[src/cbs_pkg.sv]
// shared types, constants and helper functions of the companion module boot sequencer
`default_nettype none
package cbs_pkg;

  localparam int unsigned TIMER_BITS = 16;
  localparam int unsigned CFG_W      = 16;
  localparam int unsigned CFG_NUM    = 6;
  localparam int unsigned CFG_IDX_W  = 3;
  localparam int unsigned CMP_W      = (TIMER_BITS > CFG_W) ? TIMER_BITS : CFG_W;

  typedef logic [TIMER_BITS-1:0] timer_t;
  typedef logic [CFG_W-1:0]      cfg_word_t;
  typedef logic [CFG_IDX_W-1:0]  cfg_idx_t;

  localparam cfg_idx_t CFG_POWER_OFF_WAIT    = 3'd0;
  localparam cfg_idx_t CFG_POWER_TO_CMD_WAIT = 3'd1;
  localparam cfg_idx_t CFG_CMD_HOLD_TIME     = 3'd2;
  localparam cfg_idx_t CFG_BOOT_POWER_WAIT   = 3'd3;
  localparam cfg_idx_t CFG_LONG_PRESS_TIME   = 3'd4;
  localparam cfg_idx_t CFG_PULSE_LENGTH      = 3'd5;

  localparam cfg_word_t CFG_RESET [CFG_NUM] = '{
    16'd100, 16'd300, 16'd50, 16'd100, 16'd100, 16'd20
  };

  typedef enum logic [1:0] {
    MODE_OFF,
    MODE_ON,
    MODE_PAIR,
    MODE_BOOT
  } mode_e;

  typedef enum logic [2:0] {
    STG_IDLE,
    STG_WAIT_PWR,
    STG_CMD_ON,
    STG_CMD_OFF,
    STG_MONITOR,
    STG_BOOT_PWR
  } stage_e;

  typedef enum logic [1:0] {
    UI_LISTEN,
    UI_ANSWER,
    UI_REST,
    UI_OTHER
  } ui_e;

  typedef struct packed {
    cfg_word_t power_off_wait;
    cfg_word_t power_to_cmd_wait;
    cfg_word_t cmd_hold_time;
    cfg_word_t boot_power_wait;
    cfg_word_t long_press_time;
    cfg_word_t pulse_length;
  } cfg_t;

  typedef struct packed {
    logic       req_type;
    logic [7:0] new_mode;
    logic       key;
    ui_e        ui;
    logic       voice;
    logic       busy;
  } item_t;

  typedef struct packed {
    mode_e  mode;
    stage_e stage;
    timer_t stage_timer;
    logic   press_seen;
    timer_t press_timer;
    logic   long_ready;
    logic   wait_release;
    logic   pulse_active;
    timer_t pulse_timer;
    logic   pwr;
    logic   boot;
    logic   audio;
    logic   bridge;
  } state_t;

  function automatic timer_t sat_inc(timer_t t);
    return (&t) ? t : t + timer_t'(1);
  endfunction

  // a limit above the saturation value is never reached
  function automatic logic reached(timer_t t, cfg_word_t lim);
    return CMP_W'(t) >= CMP_W'(lim);
  endfunction

endpackage
`default_nettype wire

[src/companion_module_boot_sequencer.sv]
// top level: input register, handshake, configuration and sequencer core
`default_nettype none
// Companion module boot sequencer. Each input beat is either a mode command or a
// 10 ms tick and yields exactly one result beat carrying the pin levels, mode and
// stage after that beat. A beat is held in the input register until the result
// register is free, and its result is then registered in the result register;
// one beat per cycle is sustained while results are taken, and the next-state logic
// between the two registers is the only path an item takes. Configuration writes
// take effect at once and should be issued only while no beat is in flight.
module companion_module_boot_sequencer (
  input  logic               clk_i,
  input  logic               rst_ni,
  input  logic               cfg_we_i,
  input  cbs_pkg::cfg_idx_t  cfg_idx_i,
  input  cbs_pkg::cfg_word_t cfg_data_i,
  input  logic               in_valid_i,
  output logic               in_ready_o,
  input  logic               req_type_i,
  input  logic [7:0]         new_mode_i,
  input  logic               key_pressed_i,
  input  logic [1:0]         ui_state_i,
  input  logic               module_voice_i,
  input  logic               system_audio_busy_i,
  output logic               out_valid_o,
  input  logic               out_ready_i,
  output logic               power_on_o,
  output logic               boot_pin_o,
  output logic               audio_to_module_o,
  output logic               bridge_on_o,
  output logic [1:0]         mode_now_o,
  output logic [2:0]         stage_now_o
);
  import cbs_pkg::*;

  item_t  item_q;
  logic   in_valid_q;
  logic   out_valid_q;
  logic   advance;
  cfg_t   cfg;
  state_t state;

  // the result register frees up in the same cycle it is taken
  assign advance    = in_valid_q && (!out_valid_q || out_ready_i);
  assign in_ready_o = !in_valid_q || advance;

  always_ff @(posedge clk_i or negedge rst_ni) begin
    if (!rst_ni) begin
      in_valid_q  <= 1'b0;
      out_valid_q <= 1'b0;
    end else begin
      if (in_ready_o) in_valid_q <= in_valid_i;
      if (advance) begin
        out_valid_q <= 1'b1;
      end else if (out_ready_i) begin
        out_valid_q <= 1'b0;
      end
    end
  end

  always_ff @(posedge clk_i) begin
    if (in_valid_i && in_ready_o) begin
      item_q.req_type <= req_type_i;
      item_q.new_mode <= new_mode_i;
      item_q.key      <= key_pressed_i;
      item_q.ui       <= ui_e'(ui_state_i);
      item_q.voice    <= module_voice_i;
      item_q.busy     <= system_audio_busy_i;
    end
  end

  cbs_cfg u_cfg (
    .clk_i      (clk_i),
    .rst_ni     (rst_ni),
    .cfg_we_i   (cfg_we_i),
    .cfg_idx_i  (cfg_idx_i),
    .cfg_data_i (cfg_data_i),
    .cfg_o      (cfg)
  );

  cbs_core u_core (
    .clk_i   (clk_i),
    .rst_ni  (rst_ni),
    .step_i  (advance),
    .item_i  (item_q),
    .cfg_i   (cfg),
    .state_o (state)
  );

  assign out_valid_o       = out_valid_q;
  assign power_on_o        = state.pwr;
  assign boot_pin_o        = state.boot;
  assign audio_to_module_o = state.audio;
  assign bridge_on_o       = state.bridge;
  assign mode_now_o        = state.mode;
  assign stage_now_o       = state.stage;

  a_no_result_overrun: assert property (@(posedge clk_i) disable iff (!rst_ni)
    (out_valid_q && !out_ready_i) |-> !advance)
    else $error("result overwritten while stalled");

  a_result_follows_beat: assert property (@(posedge clk_i) disable iff (!rst_ni)
    advance |=> out_valid_q)
    else $error("beat processed without a result");

  a_input_held: assert property (@(posedge clk_i) disable iff (!rst_ni)
    (in_valid_q && !advance) |=> in_valid_q && $stable(item_q))
    else $error("pending beat lost from input register");

endmodule
`default_nettype wire

[src/cbs_cfg.sv]
// configuration register file of the boot sequencer
`default_nettype none
module cbs_cfg (
  input  logic              clk_i,
  input  logic              rst_ni,
  input  logic              cfg_we_i,
  input  cbs_pkg::cfg_idx_t cfg_idx_i,
  input  cbs_pkg::cfg_word_t cfg_data_i,
  output cbs_pkg::cfg_t     cfg_o
);
  import cbs_pkg::*;

  cfg_word_t regs_q [CFG_NUM];

  always_ff @(posedge clk_i or negedge rst_ni) begin
    if (!rst_ni) begin
      for (int i = 0; i < CFG_NUM; i++) begin
        regs_q[i] <= CFG_RESET[i];
      end
    end else if (cfg_we_i && (int'(cfg_idx_i) < CFG_NUM)) begin
      regs_q[cfg_idx_i] <= cfg_data_i;
    end
  end

  assign cfg_o.power_off_wait    = regs_q[CFG_POWER_OFF_WAIT];
  assign cfg_o.power_to_cmd_wait = regs_q[CFG_POWER_TO_CMD_WAIT];
  assign cfg_o.cmd_hold_time     = regs_q[CFG_CMD_HOLD_TIME];
  assign cfg_o.boot_power_wait   = regs_q[CFG_BOOT_POWER_WAIT];
  assign cfg_o.long_press_time   = regs_q[CFG_LONG_PRESS_TIME];
  assign cfg_o.pulse_length      = regs_q[CFG_PULSE_LENGTH];

endmodule
`default_nettype wire

[src/cbs_core.sv]
// sequencer state, next-state logic for mode and tick beats, and pin levels
`default_nettype none
module cbs_core (
  input  logic            clk_i,
  input  logic            rst_ni,
  input  logic            step_i,
  input  cbs_pkg::item_t  item_i,
  input  cbs_pkg::cfg_t   cfg_i,
  output cbs_pkg::state_t state_o
);
  import cbs_pkg::*;

  state_t state_q, state_d;

  always_comb begin
    state_t s;
    mode_e  m;
    logic   due;
    logic   key;
    s   = state_q;
    m   = MODE_OFF;
    due = 1'b0;
    key = item_i.key;
    if (item_i.req_type) begin
      // mode beat
      m = (item_i.new_mode > 8'd3) ? MODE_OFF : mode_e'(item_i.new_mode[1:0]);
      if (s.mode == MODE_BOOT && m != MODE_BOOT) s.bridge = 1'b0;
      s.mode        = m;
      s.stage       = STG_IDLE;
      s.stage_timer = '0;
      unique case (m)
        MODE_OFF: s.pwr = 1'b0;
        MODE_ON:  s.pwr = 1'b1;
        MODE_PAIR: begin
          s.pwr   = 1'b0;
          s.stage = STG_WAIT_PWR;
        end
        MODE_BOOT: begin
          s.pwr   = 1'b0;
          s.boot  = 1'b1;
          s.stage = STG_BOOT_PWR;
        end
        default: s.pwr = 1'b0;
      endcase
    end else begin
      // tick beat
      s.stage_timer = sat_inc(s.stage_timer);
      if (s.press_seen) s.press_timer = sat_inc(s.press_timer);
      if (s.pulse_active) s.pulse_timer = sat_inc(s.pulse_timer);
      s.audio = (s.mode != MODE_OFF) && item_i.voice && !item_i.busy;

      if (s.mode == MODE_PAIR || s.mode == MODE_BOOT) begin
        unique case (s.stage)
          STG_WAIT_PWR: due = reached(s.stage_timer, cfg_i.power_off_wait);
          STG_CMD_ON:   due = reached(s.stage_timer, cfg_i.power_to_cmd_wait);
          STG_CMD_OFF:  due = reached(s.stage_timer, cfg_i.cmd_hold_time);
          STG_BOOT_PWR: due = reached(s.stage_timer, cfg_i.boot_power_wait);
          default:      due = 1'b0;
        endcase
        if (due) begin
          s.stage_timer = '0;
          unique case (s.stage)
            STG_WAIT_PWR: begin
              s.pwr   = 1'b1;
              s.stage = STG_CMD_ON;
            end
            STG_CMD_ON: begin
              s.boot  = 1'b1;
              s.stage = STG_CMD_OFF;
            end
            STG_CMD_OFF: begin
              s.boot  = 1'b0;
              s.stage = STG_MONITOR;
            end
            default: begin
              s.pwr    = 1'b1;
              s.bridge = 1'b1;
              s.stage  = STG_MONITOR;
            end
          endcase
        end
      end else begin
        // exit key rules
        unique case (item_i.ui)
          UI_LISTEN, UI_ANSWER: begin
            s.press_seen   = 1'b0;
            s.press_timer  = '0;
            s.long_ready   = 1'b0;
            s.pulse_active = 1'b0;
            s.pulse_timer  = '0;
            if (s.wait_release) begin
              if (!key) s.wait_release = 1'b0;
            end else begin
              s.boot = key;
            end
          end
          UI_REST: begin
            if (key) begin
              if (!s.press_seen) begin
                s.press_seen  = 1'b1;
                s.press_timer = '0;
              end else if (!s.long_ready &&
                           reached(s.press_timer, cfg_i.long_press_time)) begin
                s.long_ready   = 1'b1;
                s.wait_release = 1'b1;
              end
            end else begin
              s.press_seen   = 1'b0;
              s.press_timer  = '0;
              s.long_ready   = 1'b0;
              s.pulse_active = 1'b0;
              s.pulse_timer  = '0;
              s.boot         = 1'b0;
            end
            if (key && s.long_ready && !s.pulse_active) begin
              s.boot         = 1'b1;
              s.pulse_active = 1'b1;
              s.pulse_timer  = '0;
              s.long_ready   = 1'b0;
              s.press_seen   = 1'b1;
              s.press_timer  = '0;
            end
            // a zero pulse length ends the pulse on the tick that starts it
            if (s.pulse_active && reached(s.pulse_timer, cfg_i.pulse_length)) begin
              s.boot         = 1'b0;
              s.pulse_active = 1'b0;
            end
          end
          default: begin
            s.wait_release = 1'b0;
            s.press_seen   = 1'b0;
            s.press_timer  = '0;
            s.long_ready   = 1'b0;
            s.pulse_active = 1'b0;
            s.pulse_timer  = '0;
            s.boot         = 1'b0;
          end
        endcase
      end
    end
    state_d = s;
  end

  always_ff @(posedge clk_i or negedge rst_ni) begin
    if (!rst_ni) begin
      state_q <= '0;
    end else if (step_i) begin
      state_q <= state_d;
    end
  end

  assign state_o = state_q;

  a_stage_needs_seq_mode: assert property (@(posedge clk_i) disable iff (!rst_ni)
    (state_q.stage != STG_IDLE) |-> (state_q.mode == MODE_PAIR || state_q.mode == MODE_BOOT))
    else $error("sequence stage active outside pairing or boot");

  a_bridge_only_boot: assert property (@(posedge clk_i) disable iff (!rst_ni)
    state_q.bridge |-> (state_q.mode == MODE_BOOT))
    else $error("bridge on outside boot mode");

  a_pulse_has_press: assert property (@(posedge clk_i) disable iff (!rst_ni)
    state_q.pulse_active |-> state_q.press_seen)
    else $error("pulse running without a held key");

  a_hold_when_idle: assert property (@(posedge clk_i) disable iff (!rst_ni)
    !step_i |=> (state_q == $past(state_q)))
    else $error("state moved without a beat");

endmodule
`default_nettype wire
[config.mk]
export PLATFORM = sky130hd
export DESIGN_NAME = companion_module_boot_sequencer
export DESIGN_NICKNAME = d
export VERILOG_FILES = /design/src/cbs_pkg.sv /design/src/companion_module_boot_sequencer.sv /design/src/cbs_cfg.sv /design/src/cbs_core.sv
export SDC_FILE = /design/constraint.sdc
export NUM_CORES = 1
export LEC_CHECK = 0
export ABC_CLOCK_PERIOD_IN_PS = 5570
export BUFFER_PORTS_ARGS = -buffer_cell sky130_fd_sc_hd__buf_2
export CAP_MARGIN = 20
export CORE_MARGIN = 5
export CORE_UTILIZATION = 40
export CTS_BUF_LIST = sky130_fd_sc_hd__clkbuf_8
export CTS_CLUSTER_SIZE = 20
export DETAILED_ROUTE_END_ITERATION = 8
export HOLD_SLACK_MARGIN = 0.02
export PLACE_DENSITY = 0.64
export SLEW_MARGIN = 20
export SYNTH_ARGS = -nofsm -noshare
export SYNTH_HDL_FRONTEND = slang
export SYNTH_SLANG_ARGS = --single-unit
[constraint.sdc]
create_clock -name clk_i -period 5.57 [get_ports clk_i]
set_clock_uncertainty 0.15 [all_clocks]
set_input_delay 0 -clock clk_i [delete_from_list [all_inputs] [get_ports clk_i]]
set_output_delay 0 -clock clk_i [all_outputs]
set_load 0.03 [all_outputs]
======== After elaboration in Yosys (flattened, before gate mapping) ========
Cells that the tools add are included.
word-level totals
  bits in registers ....................... 173
  logic and storage cells ................. 166
  bits of input ports ..................... 38
cells by class
  bitwise operators ....................... 3
  add/subtract/negate cells ............... 3
  magnitude comparators ................... 10
  reduce and logical (&&, ||, !) cells .... 40
  muxes and demuxes ....................... 60
  eq/ne operators ......................... 23
operator list
  kind                                                    number
  two-way mux 17 bit                                      8
  two-way mux 16 bit                                      8
  bitwise mux 96 bit                                      1
  greater-or-equal comparator 16 bit                      6
  two-way mux 18 bit                                      5
  one-hot mux 36 bit (2 select lines)                     1
  two-way mux 19 bit                                      3
  adder 16 x 1 -> 16 bit (second input constant)          3
  demux 16 bit (select 3 bit)                             1
  AND reduction 16 bit                                    3
  two-way mux 35 bit                                      1
  two-way mux 1 bit                                       21
  inequality test 2 x 1 -> 1 bit (second input constant)  6
  one-hot mux 3 bit (2 select lines)                      2
  AND reduction 6 bit                                     2
  logical AND 1 bit                                       11
  equality test 2 bit (second input constant)             5
  two-way mux 2 bit                                       5
  > comparator 8 x 2 -> 1 bit (second input constant)     1
  inequality test 4 bit (second input constant)           2
  nonzero test 2 bit                                      4
  equality test 3 x 2 -> 1 bit (second input constant)    2
  inequality test 6 x 3 -> 1 bit (second input constant)  1
  one-hot mux 1 bit (2 select lines)                      3
  other kinds (20)                                        34

======== Logic depth before layout (Yosys ltp) ========
  depth in word-level cells ............... 24
  mapped depth ............................ 27

======== By module ========
A second synthesis with hierarchy kept.
second synthesis, totals
  cells, all modules ...................... 1060
  area, all modules ....................... 10709.0 um^2
by module, submodules not included
  module                           times used  cells an instance  sequential area each (um^2)  area each (um^2)
  cbs_core                         1           830                1526.5                       6446.2
  cbs_cfg                          1           208                2424.8                       3738.6
  companion_module_boot_sequencer  1           22                 470.5                        524.3

======== Least setup slack after synthesis ========
Ideal clock, no wire load.
  kind .................................... register to register
  start point ............................. register u_core.state_q, in the netlist u_core.state_o[27]
  end point ............................... register u_core.state_q, in the netlist u_core.state_o[2]
  arrival ................................. 4331 ps
  setup slack ............................. 956 ps
  clock period less this slack ............ 4614 ps
  path buffers ............................ 4
  stages on the path, launching flop included .. 28
  path through ............................ dfrtp_1 > buf_2 > and4_1 > nand4_1 > o31a_1 > buf_2 > and2_1 > buf_6 > nand2_1 > xnor2_1 > ha_1 > nand3_1 > nor3_2 > o211ai_1 > o21ai_2 > o21ai_4 > nand2_2 > clkbuf_1 > nor2_1 > ha_1 > a21oi_1 > o21ai_0 > a31oi_1 > o21ai_0 > nand2_1 > nand4_1 > a31oi_1 > a31oi_1
between the ends
  longest elaborated chain between the ends .. 24
  elaborated cells between the ends (all ways) .. 28
ends and longest elaborated chain
  what                                                                   line             text
  from (decl)                                                            cbs_core.sv:13   state_t state_q, state_d;
  from (signal assigned)                                                 cbs_core.sv:148  state_q <= state_d;
  adder 16 x 1 -> 16 bit / AND reduction 16 bit (equally long branches)  cbs_pkg.sv:84    return (&t) ? t : t + timer_t'(1);
  two-way mux 16 bit                                                     cbs_pkg.sv:84
  two-way mux 16 bit (*)                                                 cbs_core.sv:48   if (s.press_seen) s.press_timer = sat_inc(s.press_timer);
  two-way mux 16 bit (*)                                                 cbs_core.sv:24   if (item_i.req_type) begin
  greater-or-equal comparator 16 bit (*)                                 cbs_pkg.sv:89    return CMP_W'(t) >= CMP_W'(lim);
  logical AND 1 bit (*)                                                  cbs_core.sv:102  end else if (!s.long_ready &&
  two-way mux 2 bit (*)                                                  cbs_core.sv:102
  two-way mux 2 bit (*)                                                  cbs_core.sv:99   if (!s.press_seen) begin
  (+8 left out)                                                          n/a
  two-way mux 17 bit                                                     cbs_core.sv:52   if (s.mode == MODE_PAIR || s.mode == MODE_BOOT) begin
  two-way mux 17 bit                                                     cbs_core.sv:24
  greater-or-equal comparator 16 bit                                     cbs_pkg.sv:89
  logical AND 1 bit                                                      cbs_core.sv:124  if (s.pulse_active && reached(s.pulse_timer, cfg_i.pulse_length)) begin
  two-way mux 1 bit                                                      cbs_core.sv:124
  one-hot mux 1 bit (2 select lines)                                     cbs_core.sv:84   unique case (item_i.ui)
  two-way mux 1 bit                                                      cbs_core.sv:52
  two-way mux 2 bit                                                      cbs_core.sv:24
Mark *: on every way between the ends. The rest lies on a longest branch, timed or not. The select of a mux whose other input is x is not followed.
A chain may end at the register's enable or synchronous reset.

======== Worst setup path after layout ========
Ends and elaborated chain as after synthesis.

==> metrics.md <==
| Metric | Value |
|---|---|
| Io pins | `just under 50` |
| Die width | `172 microns` |
| Via/cell ratio | `roughly 5.2` |
| CTS tree | `done` |
| Final critical-path share of the clock period | `92.0%` |
| Clock Path Buffers | `2` |
| WL final | `24.9 mm` |
| H-tree levels | `4` |
| Fraction of registers with async set/reset | `roughly nine tenths` |
| Initial antenna violation count | `0` |
| # setup viols final | `0` |
| Worst Reg2Reg Path Length in Cells | `23` |
| Drt pass-1 iters | `5` |
| Vias in the first global route | `8,278` |
| GRT Residual Overflow | `0` |
| Crit Path Class | `flop to flop` |
| Pin count of the biggest net entering global routing | `96` |
| Final Critical Period | `5.12 ns` |
| Critical Path RT | `around 5.8 ns` |
| Count of cell types in the netlist | `74` |
| Yosys reg bits | `around 170` |
| Status | `complete, no violations` |
| Standard-cell rows | `59` |
| Crit-path max FO | `16` |
| Tot GR Track Use | `17.7%` |
| Met1 Wirelength | `11.5 mm` |
| Number of I/O port buffers | `48` |
| Clk_lat worst skew | `about 0.48 ns` |
| CORE AREA | `0.0259 sq mm` |
| Top Metal Used | `met4` |
| Detail Route Antenna Nets | `0` |
| Layout net count | `1,327` |
| DRT iter0 DRCs | `just under 500` |
| Fillcell total | `~2,500` |
| HP Class | `input port to async pin` |
| Post-synth top cells | `141 x dfrtp_1, 141 x nand2_1, 103 x inv_1` |
| Sequential element share of the synthesized area | `42.3%` |
| Die ar. | `0.0295 sq mm` |
| RePlAce Congestion | `around 0.86` |
| Syn-to-layout area delta | `13.1%` |
| Biggest area consumer among synthesized cells | `dfrtp_1` |
| Setup TNS | `0 ns` |
| Syn Area/Cell | `approximately 9.4 sq um` |
| Pre-CTS setup slack | `~0.5 ns` |
| Cell Pwr Density | `about 280 mW/mm^2` |
| Primary FF master, synth | `dfrtp_1` |
| CP Data Arrival Time | `roughly 5.3 ns` |
| Max-cap viol count | `0` |
| Die Y | `172 microns` |
| Layout cells sized above 1 | `between 10% and 20%` |
| Slew Viols, Final | `0` |
| RSZ-0062 raised after global routing | `false` |
| Met3 WL | `approximately 750 microns` |
| Crit Reg-Reg Endpoint | `u_core.state_o[2]` |
| Seq pwr share | `roughly 48%` |
| PostCTS Resize Cnt | `0` |
| FMAX | `just under 0.2 GHz` |
| Cell Area, Synth | `between 0.01 and 0.015 sq mm` |
| Total number of vias | `8,065` |
| First-pass GRT wire length | `roughly 42 mm` |
| Net count after synthesis | `roughly 1,300` |
| Hold-fix buffers at CTS | `45` |
| Total design power | `about 0.0033 W` |
| Initial core utilization | `40.4%` |
| Post-DP HPWL | `about 18 mm` |
| Final Hold Viols | `0` |
| Clock transition at path regs | `0.10 ns` |
| ANT cells | `0` |
| Met2 routed WL | `~12 mm` |
| Sw Share | `between 30% and 40%` |
| Ys Warns | `0` |
| Post-Synthesis Cells | `1,118` |
| Postcts setup bufs | `0` |
| Reg2Reg Setup Slack | `between 0.4 and 0.5 ns` |
| Slew headroom | `36.1%` |
| Setup crit start kind | `flop` |
| Leakage Power | `5.41 nW` |
| Root Driver | `clkbuf_8` |
| WL per Instance | `between 15 and 20 microns` |
| CTS Sinks | `about 170` |
| DRC violations left | `0` |
| Combinational Power Share | `a little under a quarter` |
| Least-Margin Pin Slew | `about 0.96 ns` |
| Internal Power | `around 0.0022 W` |
| P_sw | `around 0.0011 W` |
| CP Capture Type | `flop` |
| Top cell type's share of synthesized area | `around 34%` |
| Number of flops mapped to enable cells by yosys | `14` |
| Setup slack after layout | `between 0.4 and 0.5 ns` |
| Largest cells by area after synthesis | `dfrtp_1 34%, ha_1 12%, nand2_1 5.1%` |
| TritonCTS Buffers | `17` |
| Clk pwr share | `between 20 and 30%` |
| Max rail drop VDD | `about 120 uV` |
| R2r startpoint | `u_core.state_o[27]` |
metal layers:
| metal | up-vias | global-route usage, % |
|---|---|---|
| met1 | 3870 | 23.0 |
| li1 | 4037 | - |
| met2 | 128 | 30.7 |
| met4 | 0 | 4.89 |
| met3 | 30 | 2.74 |
| met5 | - | 0 |
state kept, by name, indices dropped and copies added, names as in the netlist:
signal          count
u_core.state_o     61
item_q             14
u_cfg.cfg_o        96
out_valid_o         1
in_valid_q          1
kinds of logic after synthesis:
kind of cell / after synthesis / synth area share, %
compound gates: 237 / 14.4
xor+xnor: 45 / 3.77
fa+ha+maj: 99 / 11.8
buf+inv: 152 / 6.19
flops: 173 / 42.3
mux: 40 / 4.29
simple gates: 372 / 17.3
worst max path at each step:
stage	startpoint	to	slack, ns	cells after the start
2_1_floorplan	u_core.state_o[27]	u_core.state_o[2]	0.96	27
3_3_place_gp	u_core.state_o[27]	u_core.state_o[2]	0.64	23
3_5_place_dp	u_core.state_o[27]	u_core.state_o[2]	0.51	23
4_1_cts	u_core.state_o[27]	u_core.state_o[2]	0.48	23
5_1_grt	u_core.state_o[27]	u_core.state_o[2]	0.02	23
6_report	u_core.state_o[27]	u_core.state_o[2]	0.45	23
cell usage in the layout (no fill, tap or decap), types with 5 or more instances in the layout:
cell type	n
a211oi_1	11
a21o_1	10
a21oi_1	53
a31oi_1	7
a32o_1	12
and2_1	9
and3_1	11
buf_2	47
buf_4	8
clkbuf_8	17
dfrtp_1	141
dfstp_2	18
dlygate4sd3_1	45
edfxtp_1	14
ha_1	99
inv_1	103
mux2_2	39
nand2_1	141
nand2b_1	15
nand3_1	39
nand4_1	21
nor2_1	71
nor3_1	20
o211ai_1	9
o21a_1	5
o21ai_0	93
o31ai_1	5
xnor2_1	24
xor2_1	21
power groups by stage:
stage | combinational (W) | clock, W | sequential [W]
2_1_floorplan | 0.000578 | 0 | 0.00158
5_1_grt | 0.000904 | 0.00101 | 0.00162
6_report | 0.000783 | 0.000928 | 0.00159
3_5_place_dp | 0.000759 | 0 | 0.00162
3_3_place_gp | 0.000740 | 0 | 0.00161
4_1_cts | 0.000793 | 0.000956 | 0.00159
metrics by stage:
stage | util (%) | std cells | instance area, sq um | hold WS (ns)
2_1_floorplan | - | 1118 | 10500 | -0.446
3_3_place_gp | 42.3 | 1460 | 10900 | 0.0121
4_1_cts | 45.6 | 1537 | 11800 | 0.0609
3_5_place_dp | 42.3 | 1460 | 10900 | 0.0172
6_report | 45.7 | 1538 | 11800 | 0.0422
5_1_grt | 45.7 | 1538 | 11800 | 0.0594
critical path: stages (launching register included):
cell and delay (ns):
dfrtp_1 0.49, and4_1 0.31, and2_1 0.20, and3_1 0.19
and3_1 0.20, nand3_1 0.09, mux2_2 0.30, ha_1 0.32
o21ai_0 0.25, nor3b_1 0.09, a221oi_2 0.30, o21ai_2 0.17
o21ai_4 0.20, nand2_2 0.21, nor2_1 0.17, ha_1 0.27
a211oi_1 0.26, nand3_1 0.10, a31oi_1 0.14, o21ai_0 0.14
nand2_1 0.09, nand4_1 0.12, a31oi_1 0.20, a31oi_1 0.06
layout make-up:
class                      count  area (sq um)  area share [%]
clock inverter                15           193            1.63
multi-input combinational    793          5420            45.7
sequential                   173          4420            37.4
inverter                     103           387            3.27
timing repair buffer         102           768            6.49
clock buffer                  17           234            1.98
tap                          335           419            3.54
No activity file was read; power rests on OpenSTA's default activity.
